<file path="src/lfb_pkg.sv">
// ----------------------------------------------------------------------------
// lfb_pkg
// Shared types and constants of the login failure backoff table.
// ----------------------------------------------------------------------------
`default_nettype none

package lfb_pkg;

  localparam int ADDR_W     = 32;
  localparam int NOW_W      = 48;
  localparam int COUNT_W    = 8;
  localparam int BASE_W     = 16;
  localparam int EXP_W      = 5;
  localparam int CFG_DATA_W = 16;
  localparam int CFG_IDX_W  = 1;

  localparam logic [1:0] ACT_CHECK   = 2'd0;
  localparam logic [1:0] ACT_SUCCESS = 2'd1;
  localparam logic [1:0] ACT_FAILURE = 2'd2;

  localparam logic [CFG_IDX_W-1:0] REG_BACKOFF_BASE = 1'd0;
  localparam logic [CFG_IDX_W-1:0] REG_MAX_EXPONENT = 1'd1;

  localparam logic [BASE_W-1:0] BACKOFF_BASE_RST = 16'd500;
  localparam logic [EXP_W-1:0]  MAX_EXPONENT_RST = 5'd13;

  localparam logic [COUNT_W-1:0] COUNT_MAX = 8'hFF;

  typedef struct packed {
    logic [1:0]        action;
    logic [ADDR_W-1:0] peer_ip;
    logic [NOW_W-1:0]  now_ms;
  } req_t;

  typedef struct packed {
    logic banned;
    logic dropped;
  } rsp_t;

endpackage

`default_nettype wire

</file>
<file path="src/lfb_entry_ram.sv">
// ----------------------------------------------------------------------------
// lfb_entry_ram
// Single-port-write, single-port-read entry store with registered read data.
// ----------------------------------------------------------------------------
`default_nettype none

module lfb_entry_ram #(
  parameter int WIDTH = 88,
  parameter int DEPTH = 16,
  parameter int IDX_W = 4
) (
  input  wire logic             clk,
  input  wire logic             wr_en,
  input  wire logic [IDX_W-1:0] wr_addr,
  input  wire logic [WIDTH-1:0] wr_data,
  input  wire logic [IDX_W-1:0] rd_addr,
  output logic      [WIDTH-1:0] rd_data
);

  logic [WIDTH-1:0] mem [DEPTH];

  always_ff @(posedge clk) begin
    if (wr_en) begin
      mem[wr_addr] <= wr_data;
    end
    rd_data <= mem[rd_addr];
  end

endmodule

`default_nettype wire

</file>
<file path="src/login_failure_backoff_table.sv">
// ----------------------------------------------------------------------------
// login_failure_backoff_table
// Peer address table with failure counts and exponential lockout windows.
// ----------------------------------------------------------------------------
// One request word is handled at a time. The table entries sit in a RAM with
// one read port, so a request scans the entries one per cycle, then forms the
// elapsed time and window in S_CALC and compares and writes back in S_DONE,
// which waits while a previous result word is still unread. The result sits
// in an output register, so the next request is taken while it waits. Valid
// bits live in flip-flops and are cleared by reset at once; the configuration
// registers are read in S_CALC, so a write during a scan already applies to
// the request in flight.
// ----------------------------------------------------------------------------
`default_nettype none

module login_failure_backoff_table #(
  parameter int TABLE_ENTRIES = 16,
  parameter int TIME_BITS     = 48
) (
  input  wire logic                            clk,
  input  wire logic                            rst,
  input  wire logic                            req_valid,
  output logic                                 req_ready,
  input  wire lfb_pkg::req_t                   req,
  output logic                                 rsp_valid,
  input  wire logic                            rsp_ready,
  output lfb_pkg::rsp_t                        rsp,
  input  wire logic                            cfg_wr_en,
  input  wire logic [lfb_pkg::CFG_IDX_W-1:0]   cfg_index,
  input  wire logic [lfb_pkg::CFG_DATA_W-1:0]  cfg_data
);

  import lfb_pkg::*;

  localparam int IDX_W = (TABLE_ENTRIES > 1) ? $clog2(TABLE_ENTRIES) : 1;
  localparam int CNT_W = $clog2(TABLE_ENTRIES + 1);
  localparam int WIN_W = BASE_W + (1 << EXP_W) - 1;
  localparam int CMP_W = (TIME_BITS > WIN_W) ? TIME_BITS : WIN_W;

  typedef struct packed {
    logic [ADDR_W-1:0]    address;
    logic [COUNT_W-1:0]   fail_count;
    logic [TIME_BITS-1:0] last_time;
  } entry_t;

  localparam int ENTRY_W = $bits(entry_t);

  typedef enum logic [1:0] {S_IDLE, S_SCAN, S_CALC, S_DONE} state_t;

  state_t               state;
  req_t                 cur;
  logic [TABLE_ENTRIES-1:0] entry_valid;
  logic [BASE_W-1:0]    backoff_base;
  logic [EXP_W-1:0]     max_exp;

  logic [CNT_W-1:0]     issue_cnt;
  logic                 cmp_pending;
  logic [IDX_W-1:0]     cmp_idx;
  logic                 found;
  logic [IDX_W-1:0]     hit_idx;
  logic [COUNT_W-1:0]   hit_cnt;
  logic [TIME_BITS-1:0] hit_time;
  logic                 free_found;
  logic [IDX_W-1:0]     free_idx;
  logic [CMP_W-1:0]     elapsed;
  logic [CMP_W-1:0]     window;

  entry_t               rd_entry;
  entry_t               wr_entry;
  logic [ENTRY_W-1:0]   rd_word;
  logic                 wr_en;
  logic [IDX_W-1:0]     wr_addr;

  logic [TIME_BITS-1:0] now_t;
  logic [EXP_W-1:0]     exp_sel;
  logic [TIME_BITS-1:0] elapsed_next;
  logic                 issuing;
  logic                 fire;
  logic                 is_failure;
  rsp_t                 rsp_next;

  assign req_ready  = (state == S_IDLE);
  assign issuing    = (issue_cnt != CNT_W'(TABLE_ENTRIES));
  assign fire       = (state == S_DONE) && (!rsp_valid || rsp_ready);
  assign is_failure = (cur.action == ACT_FAILURE);
  assign now_t      = TIME_BITS'(cur.now_ms);
  assign rd_entry   = entry_t'(rd_word);

  assign exp_sel      = (hit_cnt > COUNT_W'(max_exp)) ? max_exp : hit_cnt[EXP_W-1:0];
  assign elapsed_next = now_t - hit_time;

  always_comb begin
    rsp_next = '0;
    case (cur.action)
      ACT_CHECK:   rsp_next.banned  = found && (elapsed < window);
      ACT_SUCCESS: rsp_next.banned  = 1'b0;
      ACT_FAILURE: rsp_next.dropped = !found && !free_found;
      default:     rsp_next = '0;
    endcase
  end

  always_comb begin
    wr_entry.address    = cur.peer_ip;
    wr_entry.last_time  = now_t;
    wr_entry.fail_count = '0;
    if (found) begin
      wr_entry.fail_count = (hit_cnt == COUNT_MAX) ? hit_cnt : hit_cnt + COUNT_W'(1);
    end
    wr_en   = fire && is_failure && (found || free_found);
    wr_addr = found ? hit_idx : free_idx;
  end

  lfb_entry_ram #(
    .WIDTH (ENTRY_W),
    .DEPTH (TABLE_ENTRIES),
    .IDX_W (IDX_W)
  ) u_ram (
    .clk     (clk),
    .wr_en   (wr_en),
    .wr_addr (wr_addr),
    .wr_data (ENTRY_W'(wr_entry)),
    .rd_addr (issue_cnt[IDX_W-1:0]),
    .rd_data (rd_word)
  );

  always_ff @(posedge clk) begin
    if (rst) begin
      backoff_base <= BACKOFF_BASE_RST;
      max_exp      <= MAX_EXPONENT_RST;
    end else if (cfg_wr_en) begin
      case (cfg_index)
        REG_BACKOFF_BASE: backoff_base <= cfg_data;
        REG_MAX_EXPONENT: max_exp      <= cfg_data[EXP_W-1:0];
        default:          backoff_base <= backoff_base;
      endcase
    end
  end

  always_ff @(posedge clk) begin
    if (rst) begin
      state       <= S_IDLE;
      rsp_valid   <= 1'b0;
      entry_valid <= '0;
      issue_cnt   <= '0;
      cmp_pending <= 1'b0;
      found       <= 1'b0;
      free_found  <= 1'b0;
    end else begin
      if (rsp_valid && rsp_ready && !fire) begin
        rsp_valid <= 1'b0;
      end
      case (state)
        S_IDLE: begin
          if (req_valid) begin
            cur         <= req;
            issue_cnt   <= '0;
            cmp_pending <= 1'b0;
            found       <= 1'b0;
            free_found  <= 1'b0;
            state       <= S_SCAN;
          end
        end
        S_SCAN: begin
          cmp_pending <= issuing;
          cmp_idx     <= issue_cnt[IDX_W-1:0];
          if (issuing) begin
            issue_cnt <= issue_cnt + CNT_W'(1);
          end
          if (cmp_pending) begin
            if (entry_valid[cmp_idx]) begin
              if (!found && rd_entry.address == cur.peer_ip) begin
                found    <= 1'b1;
                hit_idx  <= cmp_idx;
                hit_cnt  <= rd_entry.fail_count;
                hit_time <= rd_entry.last_time;
              end
            end else if (!free_found) begin
              free_found <= 1'b1;
              free_idx   <= cmp_idx;
            end
            if (cmp_idx == IDX_W'(TABLE_ENTRIES - 1)) begin
              state <= S_CALC;
            end
          end
        end
        S_CALC: begin
          elapsed <= CMP_W'(elapsed_next);
          window  <= CMP_W'(CMP_W'(backoff_base) << exp_sel);
          state   <= S_DONE;
        end
        S_DONE: begin
          if (fire) begin
            rsp_valid <= 1'b1;
            rsp       <= rsp_next;
            if (cur.action == ACT_SUCCESS && found) begin
              entry_valid[hit_idx] <= 1'b0;
            end
            if (is_failure && !found && free_found) begin
              entry_valid[free_idx] <= 1'b1;
            end
            state <= S_IDLE;
          end
        end
        default: state <= S_IDLE;
      endcase
    end
  end

  // result only ever appears from the write-back state
  assert property (@(posedge clk) disable iff (rst)
    $rose(rsp_valid) |-> $past(state == S_DONE))
    else $error("result word raised outside write-back");

  assert property (@(posedge clk) disable iff (rst)
    rsp_valid |-> !(rsp.banned && rsp.dropped))
    else $error("banned and dropped both set");

  // a drop needs every entry in use
  assert property (@(posedge clk) disable iff (rst)
    (fire && rsp_next.dropped) |-> (&entry_valid))
    else $error("insert dropped with a free entry");

  assert property (@(posedge clk) disable iff (rst)
    (state == S_SCAN && cmp_pending) |-> (cmp_idx != IDX_W'(TABLE_ENTRIES - 1)) || !issuing)
    else $error("scan still issuing at last compare");

endmodule

`default_nettype wire

</file>
<file path="config.mk">
export PLATFORM = sky130hd
export DESIGN_NAME = login_failure_backoff_table
export DESIGN_NICKNAME = d
export VERILOG_FILES = /design/src/lfb_pkg.sv /design/src/lfb_entry_ram.sv /design/src/login_failure_backoff_table.sv
export SDC_FILE = /design/constraint.sdc
export NUM_CORES = 2
export LEC_CHECK = 0
export BUFFER_PORTS_ARGS = -buffer_cell sky130_fd_sc_hd__buf_2
export CAP_MARGIN = 10
export CELL_PAD_IN_SITES_DETAIL_PLACEMENT = 1
export CELL_PAD_IN_SITES_GLOBAL_PLACEMENT = 1
export CORE_MARGIN = 3
export CORE_UTILIZATION = 40
export CTS_BUF_LIST = sky130_fd_sc_hd__clkbuf_2
export CTS_CLUSTER_DIAMETER = 30
export CTS_CLUSTER_SIZE = 24
export DETAILED_ROUTE_END_ITERATION = 6
export PLACE_DENSITY_LB_ADDON = 0.1
export SLEW_MARGIN = 20
export SYNTH_ARGS = -nofsm -noshare
export SYNTH_HDL_FRONTEND = slang
export SYNTH_SLANG_ARGS = --single-unit
export TNS_END_PERCENT = 10
</file>
<file path="constraint.sdc">
create_clock -name clk -period 13.1 [get_ports clk]
set_clock_uncertainty 0.2 [all_clocks]
set_input_delay 1.31 -clock clk [delete_from_list [all_inputs] [get_ports clk]]
set_output_delay 1.31 -clock clk [all_outputs]
set_load 0.02 [all_outputs]
</file>
==> impl_summary.log <==
[metrics] drt first-iter violations: 2602
[metrics] crit path buf inv count: 3
[metrics] CTS resizes: 0
[metrics] standard cell area after detailed placement: between 0.07 and 0.08 mm2
[metrics] Worst Reg-to-Reg Cells: 6
[metrics] power per unit of standard cell area: between 150 and 200 mW/mm2
[metrics] setup_tns: 0 ns
[metrics] CTS tree: built
[metrics] residual DRC count: 0
[metrics] nets@finish: between 4000 and 5000
[metrics] vias in the first global route: approximately 40000
[metrics] Async SR Flop Fraction: 0%
[metrics] vertical die dimension: 425.3 um
[metrics] overall die area: 0.1809 mm2
[metrics] dominant combinational cell family by area after synthesis: multiplexers
[metrics] first-pass GRT wire length: approximately 280 mm
[metrics] post-route total power: roughly 13 mW
[metrics] Synth top area share: 70.67%
[metrics] end of the worst register-to-register path: u_ram.mem[4][50]
[metrics] Hold Path End: hit_time[38]
[metrics] minimum period implied by the final worst setup slack: around 5.2 ns
[metrics] r2r startpoint: found
[metrics] largest net degree at the start of global routing: between 100 and 150
[metrics] Setup crit start kind: flop
[metrics] Final GP Congestion: between 0.7 and 0.8
[metrics] maximum clock rate: 0.1930 GHz
[metrics] ports placed on the boundary: between 100 and 150
[metrics] mean instance size in the synthesized netlist: 20.35 um2
[metrics] warnings from Yosys: 0
[metrics] post-synthesis adder-cell area fraction: approximately 1.9%
[metrics] detail-routed net length per standard cell: about 28 um
[metrics] power share of the combinational group: between 10% and 20%
[metrics] clock transition time at the flip-flop clock pins of the worst setup and hold paths: around 0.13 ns
[metrics] clock insertion delay at the later pin of the skew report: 1.78 ns
[metrics] global route total overflow: 0
[metrics] most used flip-flop cell after synthesis: sky130_fd_sc_hd__edfxtp_1
[metrics] maximum resistive drop on vdd: roughly 0.00010 V
[metrics] floorplan core area: roughly 0.17 mm2
[metrics] fraction of the core area covered by cells at the end of the flow: a little under half
[metrics] worst setup slack for register-to-register paths: roughly 7.9 ns
[metrics] total half-perimeter wirelength after legalization and detailed placement: 105.4 mm
[metrics] leading post-synthesis cells by cell area: sky130_fd_sc_hd__edfxtp_1, sky130_fd_sc_hd__mux4_2, sky130_fd_sc_hd__dfxtp_1
[metrics] met3 Use GR: around 3.4%
[metrics] number of instances on the worst hold path: 0
[metrics] relative max-transition margin: a little under a quarter
[metrics] Synth Area in Simple Gates: roughly 2.9%
[metrics] fraction of final layout cells with drive strength greater than 1: just over 30%
[metrics] largest fanout of any net on the critical path: 37
[metrics] initial antenna violation count: 8
[metrics] Post CTS Setup Buffer Count: 0
[metrics] grt met2 use: 36.19%
[metrics] Worst setup EP type: flop
[metrics] number of flip-flops and latches in the synthesized netlist: about 1800
[metrics] clock network fraction of total power: 37.4%
[metrics] static leakage: between 20 and 30 nW
[metrics] required arrival time at the worst endpoint: 14.16 ns
[metrics] multiplexer fraction of the synthesized cell area: 15.11%
[metrics] post-synthesis net count: approximately 3700
[metrics] total via count after detailed routing: 36862
[metrics] switching part of the total: 25.75%
[metrics] unique cell type count in the Yosys netlist: 86
[metrics] combined area of all synthesized cells: approximately 0.070 mm2
[metrics] critical-path cell list: inv_1 -> o22ai_1 -> nand3b_1 -> nor2_4 -> buf_4 -> buf_4
[metrics] Worst Tran Pin Value: around 1.1 ns
[metrics] Hold Path Class: reg2reg
[metrics] row count: ~150
[metrics] maximum count of clock buffers along a single path: 4
[metrics] smallest setup slack after layout: a little under 8 ns
[metrics] maximum level of the CTS H-tree: 5
[metrics] buffers added on ports: 107
[metrics] fin cells: between 6000 and 7000
[metrics] Syn-to-layout area delta: 16.11%
[metrics] CTS sink count: 1791
[metrics] Arrival @ worst endpoint: 6.24 ns
[metrics] fraction of the yosys area taken by sequential cells: between 70% and 80%
[metrics] most instantiated cells after synthesis: sky130_fd_sc_hd__edfxtp_1, sky130_fd_sc_hd__mux4_2, sky130_fd_sc_hd__dfxtp_1
[metrics] post-route antenna net violation count: 0
[metrics] peak per-stage delay on the critical path: between 0.7 and 0.8 ns
[metrics] cell with the largest stage delay on the worst path: sky130_fd_sc_hd__buf_4
[metrics] Final Max Tran Viols: 0
[metrics] TritonCTS buffer count: between 400 and 500
[metrics] total iterations of the first detailed-routing run: 5
[metrics] EDFF count, synth: 1655
[metrics] Top cell by count, worst path: sky130_fd_sc_hd__buf_4
[metrics] WHS: approximately 0.12 ns
[metrics] number of hold-repair buffers added at the cts stage: around 210
[metrics] share of total power in sequential cells: approximately half
[metrics] outcome: complete, no violations
[metrics] drt total wl: approximately 190 mm
[metrics] total net switching power: approximately 3.3 mW
[metrics] Inst Count DP: 5804
[metrics] global route hottest layer: met2
[metrics] setup slack after placement: between 7 and 8 ns
[metrics] Avg Vias per Cell: roughly 5.4
[metrics] aggregate global-route resource usage: between 20% and 30%
[metrics] hold violation total from the final report: 0
[metrics] Post-Synth XOR/XNOR Area: less than 1%
[metrics] Synth Area in Compound Gates: 3.171%
[metrics] unrepaired setup endpoints after global routing: false
[metrics] Post-Syn Instances: approximately 3500
[metrics] met1 track demand over resource in global routing: between 20 and 30%
[metrics] x dimension of the die: about 430 um
[metrics] delay-heaviest family, CP: buffers and inverters
[metrics] final setup violation count: 0
[metrics] classification of the worst setup path: reg2reg
[metrics] initial core utilization: between 40% and 50%
[metrics] Final Cell Area: 0.08165 mm2
[metrics] Max-Cap Viols: 0
[metrics] total internal power: 9.651 mW
[metrics] most used standard cell by instance count after synthesis: sky130_fd_sc_hd__edfxtp_1
[metrics] root cell of the clock tree: sky130_fd_sc_hd__clkbuf_2
[metrics] final cycle utilization of the critical path: about two fifths
[metrics] beginning of the worst hold path: u_ram.rd_data[38]
[metrics] Synth area leader: sky130_fd_sc_hd__edfxtp_1
[worst max-delay path by stage]
stage                    from               end  slack [ns]  cells after the start
global route            found  u_ram.mem[4][14]        7.61                      6
detailed placement  rsp_ready  u_ram.mem[4][18]        7.35                      8
floorplan           rsp_ready   u_ram.mem[3][0]        6.43                      5
global placement    rsp_ready  u_ram.mem[4][18]        7.42                      8
finish                  found  u_ram.mem[4][50]        7.92                      6
CTS                     found  u_ram.mem[4][10]        7.89                      6
[power by group through the flow]
stage | Combinational (mW) | Sequential, mW | Clock (mW)
2_1_floorplan | 1.04 | 6.73 | 0
3_3_place_gp | 1.37 | 6.84 | 0
3_5_place_dp | 1.39 | 6.86 | 0
4_1_cts | 1.45 | 6.73 | 5.04
5_1_grt | 1.54 | 6.75 | 5.33
6_report | 1.41 | 6.72 | 4.87
[layer usage]
layer | vias up | wire length [um]
met5 | - | 0
met4 | 0 | 4248
met3 | 324 | 8467
met2 | 997 | 97430
met1 | 19759 | 80360
li1 | 15782 | -
[cells in the final DEF (no fill, tap or decap), drive strengths merged, types with 9 or more instances in the layout]
cell,netlist,final
a21oi,105,105
o22ai,11,11
o21a,10,10
xor2,34,34
a31oi,27,27
mux4,458,458
and2,14,14
and4,10,10
o21ai,66,66
ha,105,105
inv,118,125
diode,0,11
o211ai,16,16
nand4,31,31
xnor2,43,43
clkinvlp,0,38
nand2,106,106
bufinv,0,68
edfxtp,1655,1655
clkbuf,94,474
dfxtp,136,136
dlygate4sd3,0,211
buf,46,164
nand3,41,41
a21o,50,50
mux2,9,9
mux2i,19,19
clkinv,0,155
nand2b,18,18
and3,16,16
nor3,18,18
nor2b,16,16
nor2,97,97
[state kept, by name (all words and copies together), names as in the netlist, 8 cells and up]
signal	flops
u_ram.mem	1408
backoff_base	16
u_ram.rd_data	88
entry_valid	16
window	47
hit_time	48
elapsed	48
now_t	48
cur	34
hit_cnt	8
[area by class of cell]
class	count	area, um2
Fill cell	16317	92740
Sequential cell	1791	52440
Multi-Input combinational cell	1407	17040
Timing Repair Buffer	375	3269
Clock inverter	268	3156
Tap cell	2325	2909
Clock buffer	474	2372
Inverter	118	442.9
Antenna cell	11	27.53
[kinds of logic (layout without fill, tap and decap cells)]
group | after synthesis | count (layout)
DFF | 1791 | 1791
muxes | 486 | 486
and+or+nand+nor | 396 | 396
AOI/OAI and AO/OA | 342 | 342
buffers and inverters | 258 | 1235
adders and majority gates | 106 | 106
xor gates and xnor gates | 77 | 77
other | 0 | 11
No activity file was read; power rests on OpenSTA's default activity.
